$ cat config.mk
export PLATFORM = sky130hd
export DESIGN_NAME = mt_ctrl
export DESIGN_NICKNAME = d
export VERILOG_FILES = /design/src/design/mt_pkg.sv /design/src/design/mt_ctrl.sv
export SDC_FILE = /design/constraint.sdc
export NUM_CORES = 1
export LEC_CHECK = 0
export BUFFER_PORTS_ARGS = -buffer_cell sky130_fd_sc_hd__buf_2
export CAP_MARGIN = 15
export CORE_AREA = 2 2 39 41
export CTS_CLUSTER_SIZE = 10
export DETAILED_ROUTE_END_ITERATION = 6
export DIE_AREA = 0 0 41 43
export PLACE_DENSITY = 0.37
export SLEW_MARGIN = 10
export SYNTH_ARGS = -nofsm -noshare
export SYNTH_HDL_FRONTEND = slang
export SYNTH_SLANG_ARGS = --single-unit
export TNS_END_PERCENT = 5
$ cat constraint.sdc
create_clock -name clk -period 2.05 [get_ports clk]
set_input_delay 0.205 -clock clk [delete_from_list [all_inputs] [get_ports clk]]
set_output_delay 0.205 -clock clk [all_outputs]
set_load 0.1 [all_outputs]
$ cat src/design/mt_pkg.sv
package mt_pkg;

  // Store geometry
  localparam int unsigned N     = 624;
  localparam int unsigned M     = 397;
  localparam int unsigned IDX_W = 10;

  localparam logic [IDX_W-1:0] IDX_LAST   = IDX_W'(N - 1);
  localparam logic [IDX_W-1:0] IDX_FAR_HI = IDX_W'(N - M);
  localparam logic [IDX_W-1:0] IDX_OFF_M  = IDX_W'(M);

  // Generator constants
  localparam logic [31:0] MATRIX_A  = 32'h9908_b0df;
  localparam logic [31:0] UPPER_MSK = 32'h8000_0000;
  localparam logic [31:0] LOWER_MSK = 32'h7fff_ffff;
  localparam logic [31:0] TEMPER_B  = 32'h9d2c_5680;
  localparam logic [31:0] TEMPER_C  = 32'hefc6_0000;
  localparam logic [31:0] INIT_MULT = 32'd1812433253;

  // Request operation codes
  localparam logic OP_SEED = 1'b0;
  localparam logic OP_NEXT = 1'b1;

  typedef enum logic [2:0] {
    ST_IDLE,
    ST_SEED_WR,
    ST_SEED_ADD,
    ST_READ,
    ST_COMMIT
  } state_t;

  // Controller to datapath commands
  typedef struct packed {
    logic seed_load;
    logic seed_wr;
    logic seed_add;
    logic rd_issue;
    logic commit;
  } cmd_t;

  // Datapath to controller status
  typedef struct packed {
    logic seed_last;
  } status_t;

  // Standard output tempering
  function automatic logic [31:0] mt_temper(input logic [31:0] x);
    logic [31:0] y;
    y = x ^ (x >> 11);
    y = y ^ ((y << 7) & TEMPER_B);
    y = y ^ ((y << 15) & TEMPER_C);
    y = y ^ (y >> 18);
    return y;
  endfunction

endpackage

$ cat src/design/mt_ctrl.sv
module mt_ctrl import mt_pkg::*; (
  input  logic    clk,
  input  logic    rst_n,
  input  logic    in_valid,
  input  logic    in_operation,
  output logic    in_stall,
  output logic    out_valid,
  input  logic    out_stall,
  input  status_t status,
  output cmd_t    cmd
);

  state_t state_r, state_nxt;
  logic   out_valid_r, out_valid_nxt;
  logic   can_commit;
  logic   accept;

  // Commit only when the output register is free or being emptied
  assign can_commit = (state_r == ST_COMMIT) && (!out_valid_r || !out_stall);
  assign in_stall   = !((state_r == ST_IDLE) || can_commit);
  assign accept     = in_valid && !in_stall;
  assign out_valid  = out_valid_r;

  // Next state
  always_comb begin
    state_nxt = state_r;
    unique case (state_r)
      ST_IDLE: begin
        if (accept) begin
          state_nxt = (in_operation == OP_NEXT) ? ST_READ : ST_SEED_WR;
        end
      end
      ST_SEED_WR:  state_nxt = status.seed_last ? ST_IDLE : ST_SEED_ADD;
      ST_SEED_ADD: state_nxt = ST_SEED_WR;
      ST_READ:     state_nxt = ST_COMMIT;
      ST_COMMIT: begin
        if (can_commit) begin
          if (accept) begin
            state_nxt = (in_operation == OP_NEXT) ? ST_READ : ST_SEED_WR;
          end else begin
            state_nxt = ST_IDLE;
          end
        end
      end
      default: state_nxt = ST_IDLE;
    endcase
  end

  // Commands to the datapath
  always_comb begin
    cmd           = '0;
    cmd.seed_load = accept && (in_operation == OP_SEED);
    cmd.seed_wr   = (state_r == ST_SEED_WR);
    cmd.seed_add  = (state_r == ST_SEED_ADD);
    cmd.rd_issue  = (state_r == ST_READ);
    cmd.commit    = can_commit;
  end

  // Output valid: set on commit, drop once the result is taken
  always_comb begin
    out_valid_nxt = out_valid_r;
    if (can_commit) begin
      out_valid_nxt = 1'b1;
    end else if (out_valid_r && !out_stall) begin
      out_valid_nxt = 1'b0;
    end
  end

  always_ff @(posedge clk) begin
    if (!rst_n) begin
      state_r     <= ST_IDLE;
      out_valid_r <= 1'b0;
    end else begin
      state_r     <= state_nxt;
      out_valid_r <= out_valid_nxt;
    end
  end

endmodule

# ---- Word-level counts from Yosys, hierarchy flattened
# Cells that the tools add are included.
dict set report word_totals {
  regBits 4
  inputBits 6
  out_inout_bits 7
  elab_cells 29
}
dict set report classes {
  n_eq_ne 6
  n_mux 8
  bitwise_logic 1
  reduce_logical 12
}
# operator count
set ops {}
lappend ops {{case mux 3 bit (5 select lines)} 1}
lappend ops {{== test 3 x 2 -> 1 bit (second input constant)} 2}
lappend ops {{two-way mux 2 bit} 3}
lappend ops {{two-way mux 3 bit} 2}
lappend ops {{logical AND 1 bit} 4}
lappend ops {{!= test 2 bit (second input constant)} 2}
lappend ops {{== test 3 x 1 -> 1 bit (second input constant)} 1}
lappend ops {{== test 3 bit (second input constant)} 1}
lappend ops {{zero test 1 bit} 3}
lappend ops {{zero test 3 bit} 1}
lappend ops {{logical OR 1 bit} 2}
lappend ops {{two-way mux 1 bit} 2}
lappend ops {{AND reduction 2 bit} 1}
lappend ops {{nonzero test 2 bit} 1}
lappend ops {{inverter 1 bit} 1}

# ---- Longest topological paths before layout
# Gate-level depths: netlist of run 1.
dict set report depth {
  word_depth 8
  mapped_depth 4
}

# ---- Least setup slack after synthesis of run 1
# No wires, ideal clock.
dict set report synth_path {
  path_type {register to output}
  startpoint {reg out_valid_r, in the netlist out_valid}
  endpoint {out cmd[4] in the netlist's numbering}
  t_arrival_ns 2.896
  required_time_ns 1.845
  setup_slack_ns -1.051
  stages_incl_launch_ff 4
  path_buffers 0
  path_cell_list {dfxtp_1 > nand3_1 > nand2_1 > nor3b_2}
}
# element line_no
set synth_rtl {}
lappend synth_rtl {{start: declaration} mt_ctrl.sv:14} ;# logic out_valid_r, out_valid_nxt;
lappend synth_rtl {{start signal: assignment} mt_ctrl.sv:75} ;# out_valid_r <= out_valid_nxt;
lappend synth_rtl {{end: declaration} mt_ctrl.sv:10} ;# output cmd_t cmd

==> flow_summary.toml, run 1 <==
[cts]
cts_inserted_buffers = 3
cts_buffer_depth = 2
ctsResizeCount = 0
cts_tree = "built"
cts-htree-levels = 1
hold_buffers = 0
cts.sinks = 4
post_cts_buffers = 0
cts_root_buf = "clkbuf_4"
clk_latency_ns = 0.23
clk_pin_slew_ns = 0.03

[routing]
ant_nets = 0
vias_per_cell = 4.43
met2WireLength_um = 240
wirelength_met1_um = 244
routed.top_layer = "met3"
drtIter0Drc = 2
wl_met3_um = 66
wirelength_um = 551
wire_per_inst_um = 9.50
num_vias = 257
remaining_drc_errors = 0
drt-pass1-iter-count = 2

[place]
place.detailed.hpwl_um = 471
place_area_sq_um = 315
placed_cells = 55
pre_cts_ws_ns = 0.586
routabilityCongestion = 0.690
io_buffers = 12

[global_routing]
grt_overflow = 0
grt_pass1_wl_um = 841
antenna_found_initial = 0
grt_usage_pct = 7.52
grt_pass1_vias = 203
grt_max_degree = 9

[power]
ir_drop_mv = 0.260
p_seq_share_pct = 30.6
p_int_mw = 0.172
p_clk_share_pct = 30.8
powerDensity_nw_per_um2 = 882
combinationalPowerShare_pct = 38.6
leakage_nw = 0.159
switchingPower_mw = 0.126
swShare_pct = 42.3
fin_total_pwr_mw = 0.298

[die]
die_area_sq_um = 1760
io_pins = 13
initial_core_util_pct = 16.7
die_h_um = 43
die_w_um = 41
fp-row-count = 14
coreArea_sq_um = 1380

[final_layout]
syn2layout_area_growth_pct = 45.9
fillerInstances = 161
antennaDiodeCount = 0
finalNetCount = 50
final_layout_size_suffix_gt1_share_pct = 42.9
stdcell_area_sq_um = 338
register_area_sq_um = 80.1
final-instance-count-excl-fill = 58
multi_input_area_sq_um = 155

[setup_path]
crit_end = "cmd[4]"
reg2reg_depth = 3
endpoint_kind = "primary output"
timing.rr.end = "state_r[2]"
reg2reg_from = "state_r[2]"
cp_data_required_time_ns = 1.85
arrival_ns = 1.49
crit_path_start_kind = "flop"
ff2ff_setup_slack_ns = 1.04
crit_path_start = "state_r[0]"
crit_type = "reg -> out"
critical_path.max_fanout = 8

[timing]
finalWorstPathRequiredPeriod_ns = 1.70
timing.fmax_ghz = 0.590
finalCritPeriodShare_pct = 82.7
fin_skew_ns = 0.000424
setup_viol_count_final = 0
relSlewSlack_pct = 67.9
slew_violations = 0
rsz0062_at_grt = "no"
setup_tns_ns = 0
setup_slack_ns = 0.355
tightest_slew_ns = 0.485
hold_viol = 0

[synthesis]
syn_nets = 34
synthCells = 28
synth_area_sq_um = 231
yosys.area.top_type = "dfxtp_1"
async_flop_share_pct = 0
synth-edff-count = 0
ys.flop_type = "dfxtp_1"
ys_seq_area_share_pct = 34.6
ys_seq_elements = 4
netlist.area_leader.share_pct = 34.6
synth_area_leaders = "dfxtp_1 35%, nand2_1 6.5%, and2_1 5.4%"
synth_cell_types = 19
ys_warn_count = 0
synth.avg_cell_area_sq_um = 8.27

[outcome]
status = "finished clean"

[worst_hold_path]
hold_path.class = "in -> reg"
hold_depth = 3

[run]
drv_cap = 0
==> cell usage in the layout (no fill, tap or decap) <==
| master | Yosys | final |
|---|---|---|
| o21ai_0 | 1 | 1 |
| a21oi_1 | 1 | 1 |
| o41ai_1 | 1 | 1 |
| o211ai_1 | 1 | 1 |
| a21boi_1 | 1 | 1 |
| and4bb_1 | 1 | 1 |
| a31oi_1 | 1 | 1 |
| and2_1 | 2 | 2 |
| nor3b_4 | 0 | 1 |
| nand4_1 | 1 | 1 |
| buf_2 | 0 | 12 |
| nand2_1 | 4 | 4 |
| nor3b_2 | 1 | 1 |
| dfxtp_1 | 4 | 4 |
| clkbuf_4 | 0 | 3 |
| nor2b_1 | 1 | 1 |
| nor2_2 | 1 | 1 |
| and3b_1 | 1 | 1 |
| nand3_1 | 1 | 1 |
| nor2_1 | 3 | 3 |
==> worst max-delay path: stages, from the launching register on <==
cell	delay, ns
dfxtp_1	0.37
nor2_2	0.17
nand2_1	0.12
nor3b_4	0.16
buf_2	0.44
==> state kept, by name, indices dropped and copies added (netlist names) <==
| register | count |
|---|---|
| out_valid | 1 |
| state_r | 3 |
==> cells in the mapped netlist, types with 2 or more instances <==
master and number:
nor2_1 3, dfxtp_1 4, and2_1 2, nand2_1 4
==> how the worst min path moves through the flow <==
stage,from,endpoint,slack [ns]
global route,rst_n,state_r[1],0.25
floorplan,rst_n,state_r[1],0.33
global placement,rst_n,state_r[2],0.48
CTS,rst_n,state_r[1],0.24
detailed placement,rst_n,state_r[2],0.48
finish,rst_n,state_r[1],0.24
==> stage by stage <==
| step | hold WS, ns | util [%] |
|---|---|---|
| 6_report | 0.244 | 24.4 |
| 3_5_place_dp | 0.477 | 22.8 |
| 2_1_floorplan | 0.328 | - |
| 5_1_grt | 0.251 | 24.4 |
| 3_3_place_gp | 0.480 | 22.8 |
| 4_1_cts | 0.236 | 24.4 |
==> routing by layer <==
| layer | vias up | track usage, % |
|---|---|---|
| met3 | 0 | 3.14 |
| met1 | 114 | 9.62 |
| li1 | 131 | - |
| met5 | - | 0 |
| met2 | 12 | 8.44 |
| met4 | 0 | 8.00 |
==> cell families (layout without fill, tap and decap cells) <==
group                  count (synthesis)  count (layout)  synth area share (%)
buffers and inverters                  1              15                  3.24
AO/OA/AOI/OAI                          6               6                  17.3
flip-flops                             4               4                  34.6
AND/OR/NAND/NOR                       17              17                  44.9
==> power groups by stage <==
stage | clock (mW) | sequential, mW | combinational (mW)
6_report | 0.0919 | 0.0910 | 0.115
5_1_grt | 0.100 | 0.0926 | 0.121
4_1_cts | 0.0977 | 0.0911 | 0.116
3_5_place_dp | 0 | 0.0921 | 0.116
3_3_place_gp | 0 | 0.0926 | 0.115
2_1_floorplan | 0 | 0.0924 | 0.0949
==> final cells by class <==
class | count | area share (%)
multi-input cells | 23 | 45.9
clock buffers | 3 | 6.67
flip-flops and latches | 4 | 23.7
well taps | 16 | 5.93
repair buffers | 12 | 17.8
(Power assumes the default switching activity.)
==> inputs of run 2 (changes only) <==
Settings changed: PLACE_DENSITY 0.37 to 0.39.
Clock period 2.05 ns to 1.4 ns, I/O delays scaled along.
==> run 2 against run 1 <==
Compared with the run above:
- first-iteration DRC count is 50% higher
- worst setup slack lost 0.33 ns
- worst hold slack got worse by 0.070 ns
- highest routed layer unchanged
- sequential cell count stayed put
- global-route usage grew 3.1 points
- clock power is 71% higher
- power increased by 85%
- largest cell class unchanged
- die area is the same
==> flow_summary.toml, run 2 (synthesis results as in run 1) <==
[outcome]
status = "finished clean"

[power]
p_clk_share_pct = 28.4
leakage_nw = 0.207
p_int_mw = 0.333
ir_drop_mv = 0.416
fin_total_pwr_mw = 0.553
p_seq_share_pct = 23.3
combinationalPowerShare_pct = 48.2
switchingPower_mw = 0.219
powerDensity_nw_per_um2 = 1060
swShare_pct = 39.7

[setup_path]
timing.rr.end = "state_r[2]"
ff2ff_setup_slack_ns = 0.34
crit_path_start = "state_r[0]"
crit_path_start_kind = "flop"
reg2reg_depth = 4
endpoint_kind = "primary output"
crit_type = "reg -> out"
critical_path.max_fanout = 3
crit_end = "cmd[4]"
slowest_delay_ns = 0.34
arrival_ns = 1.23
reg2reg_from = "state_r[0]"
cp_data_required_time_ns = 1.26
path_cells = "nor2_4, nand2_8, nor3b_4, buf_12"
slowest_stage = "dfxtp_4"

[timing]
setup_slack_ns = 0.0271
timing.fmax_ghz = 0.728
fin_skew_ns = 0.00253
finalWorstPathRequiredPeriod_ns = 1.37
relSlewSlack_pct = 67.8
tightest_slew_ns = 0.487
finalCritPeriodShare_pct = 98.1
setup_viol_count_final = 0
slew_violations = 0
rsz0062_at_grt = "yes"
holdWs_ns = 0.174
hold_viol = 0

[final_layout]
mostFrequentLayoutCells = "6 x buf_2, 6 x buf_12, 4 x buf_4"
antennaDiodeCount = 0
syn2layout_area_growth_pct = 124
top_register = "state_r"
final_layout_size_suffix_gt1_share_pct = 63.8
finalNetCount = 54
largest_reg_flops = 3

[place]
routabilityCongestion = 0.726
io_buffers = 12
pre_cts_ws_ns = 0.176
place.detailed.hpwl_um = 521

[run]
drv_cap = 0

[worst_hold_path]
hold_path.class = "in -> reg"
hp-start = "rst_n"

[cts]
cts_buffer_depth = 2
clk_latency_ns = 0.24
cts_tree = "built"
cts_inserted_buffers = 3
cts-htree-levels = 1
cts.sinks = 4
cts_root_buf = "clkbuf_4"
clk_pin_slew_ns = 0.04

[routing]
ant_nets = 0
drtIter0Drc = 3
num_vias = 276
remaining_drc_errors = 0
wire_per_inst_um = 11.0
wirelength_um = 696
vias_per_cell = 4.38
drt-pass1-iter-count = 2

[die]
coreArea_sq_um = 1380
initial_core_util_pct = 16.7
die_area_sq_um = 1760
die_w_um = 41
io_pins = 13
fp-row-count = 14
die_h_um = 43

[global_routing]
grt_pass1_wl_mm = 1.22
grt_overflow = 0
grt_pass1_vias = 277
antenna_found_initial = 0
grt_max_degree = 9
grt_usage_pct = 10.6
[run 2: cell count changes in the layout (fill, tap and decap cells not counted), moves of 3 or more]
| cell | before | now |
|---|---|---|
| buf_4 | 0 | 4 |
| dfxtp_4 | 0 | 3 |
| buf_12 | 0 | 6 |
| buf_2 | 12 | 6 |
| dfxtp_1 | 4 | 0 |
[run 2: worst max-delay path, delay by kind of cell, from the launching register on]
| family | cells | cell delay (ns) |
|---|---|---|
| flip-flops | 1 | 0.34 |
| buffers and inverters | 1 | 0.20 |
| AND/OR/NAND/NOR | 3 | 0.45 |
[run 2: final cells by class]
cell class,instances,area (sq um)
Clock buffer,4,26.3
Fill cell,146,865
Multi-Input combinational cell,23,200
Sequential cell,4,92.6
Tap cell,16,20.0
Timing Repair Buffer,16,180
[run 2: metrics by stage]
stage,std cells,utilization [%],instance area [sq um],setup TNS (ns)
global placement,55,32.5,450,0
finish,63,37.5,519,0
CTS,62,36.8,509,-0.0121
global route,63,37.5,519,-0.0222
floorplan,28,-,288,-0.571
detailed placement,55,32.5,450,0
[run 2: how the worst min path moves through the flow]
stage	end	slack [ns]	cells past startpoint
after floorplan	state_r[1]	0.26	2
after global placement	state_r[2]	0.41	2
after detailed placement	state_r[2]	0.42	2
after CTS	state_r[1]	0.16	3
after global routing	state_r[1]	0.18	3
final	state_r[2]	0.17	2
[run 2: routing by layer]
layer	global-route usage (%)	up-vias	part of all wire [%]
met1	13.5	127	41
met4	8.00	0	0
li1	-	140	-
met3	5.24	0	7.9
met5	0	-	0
met2	13.1	9	51
[run 2: what timing repair did]
item                       in CTS  in global routing
setup endpoints to repair       3                  3
resized for setup               5                  1
hold buffers                    0                  0
buffers inserted                3                  1
pin swaps                       3                  1
[run 2: power groups by stage]
stage          sequential [mW]  combinational (mW)  clock [mW]
6_report                 0.129               0.267       0.157
5_1_grt                  0.130               0.278       0.178
4_1_cts                  0.129               0.260       0.166
3_5_place_dp             0.138               0.238           0
3_3_place_gp             0.138               0.238           0
2_1_floorplan            0.138               0.156           0
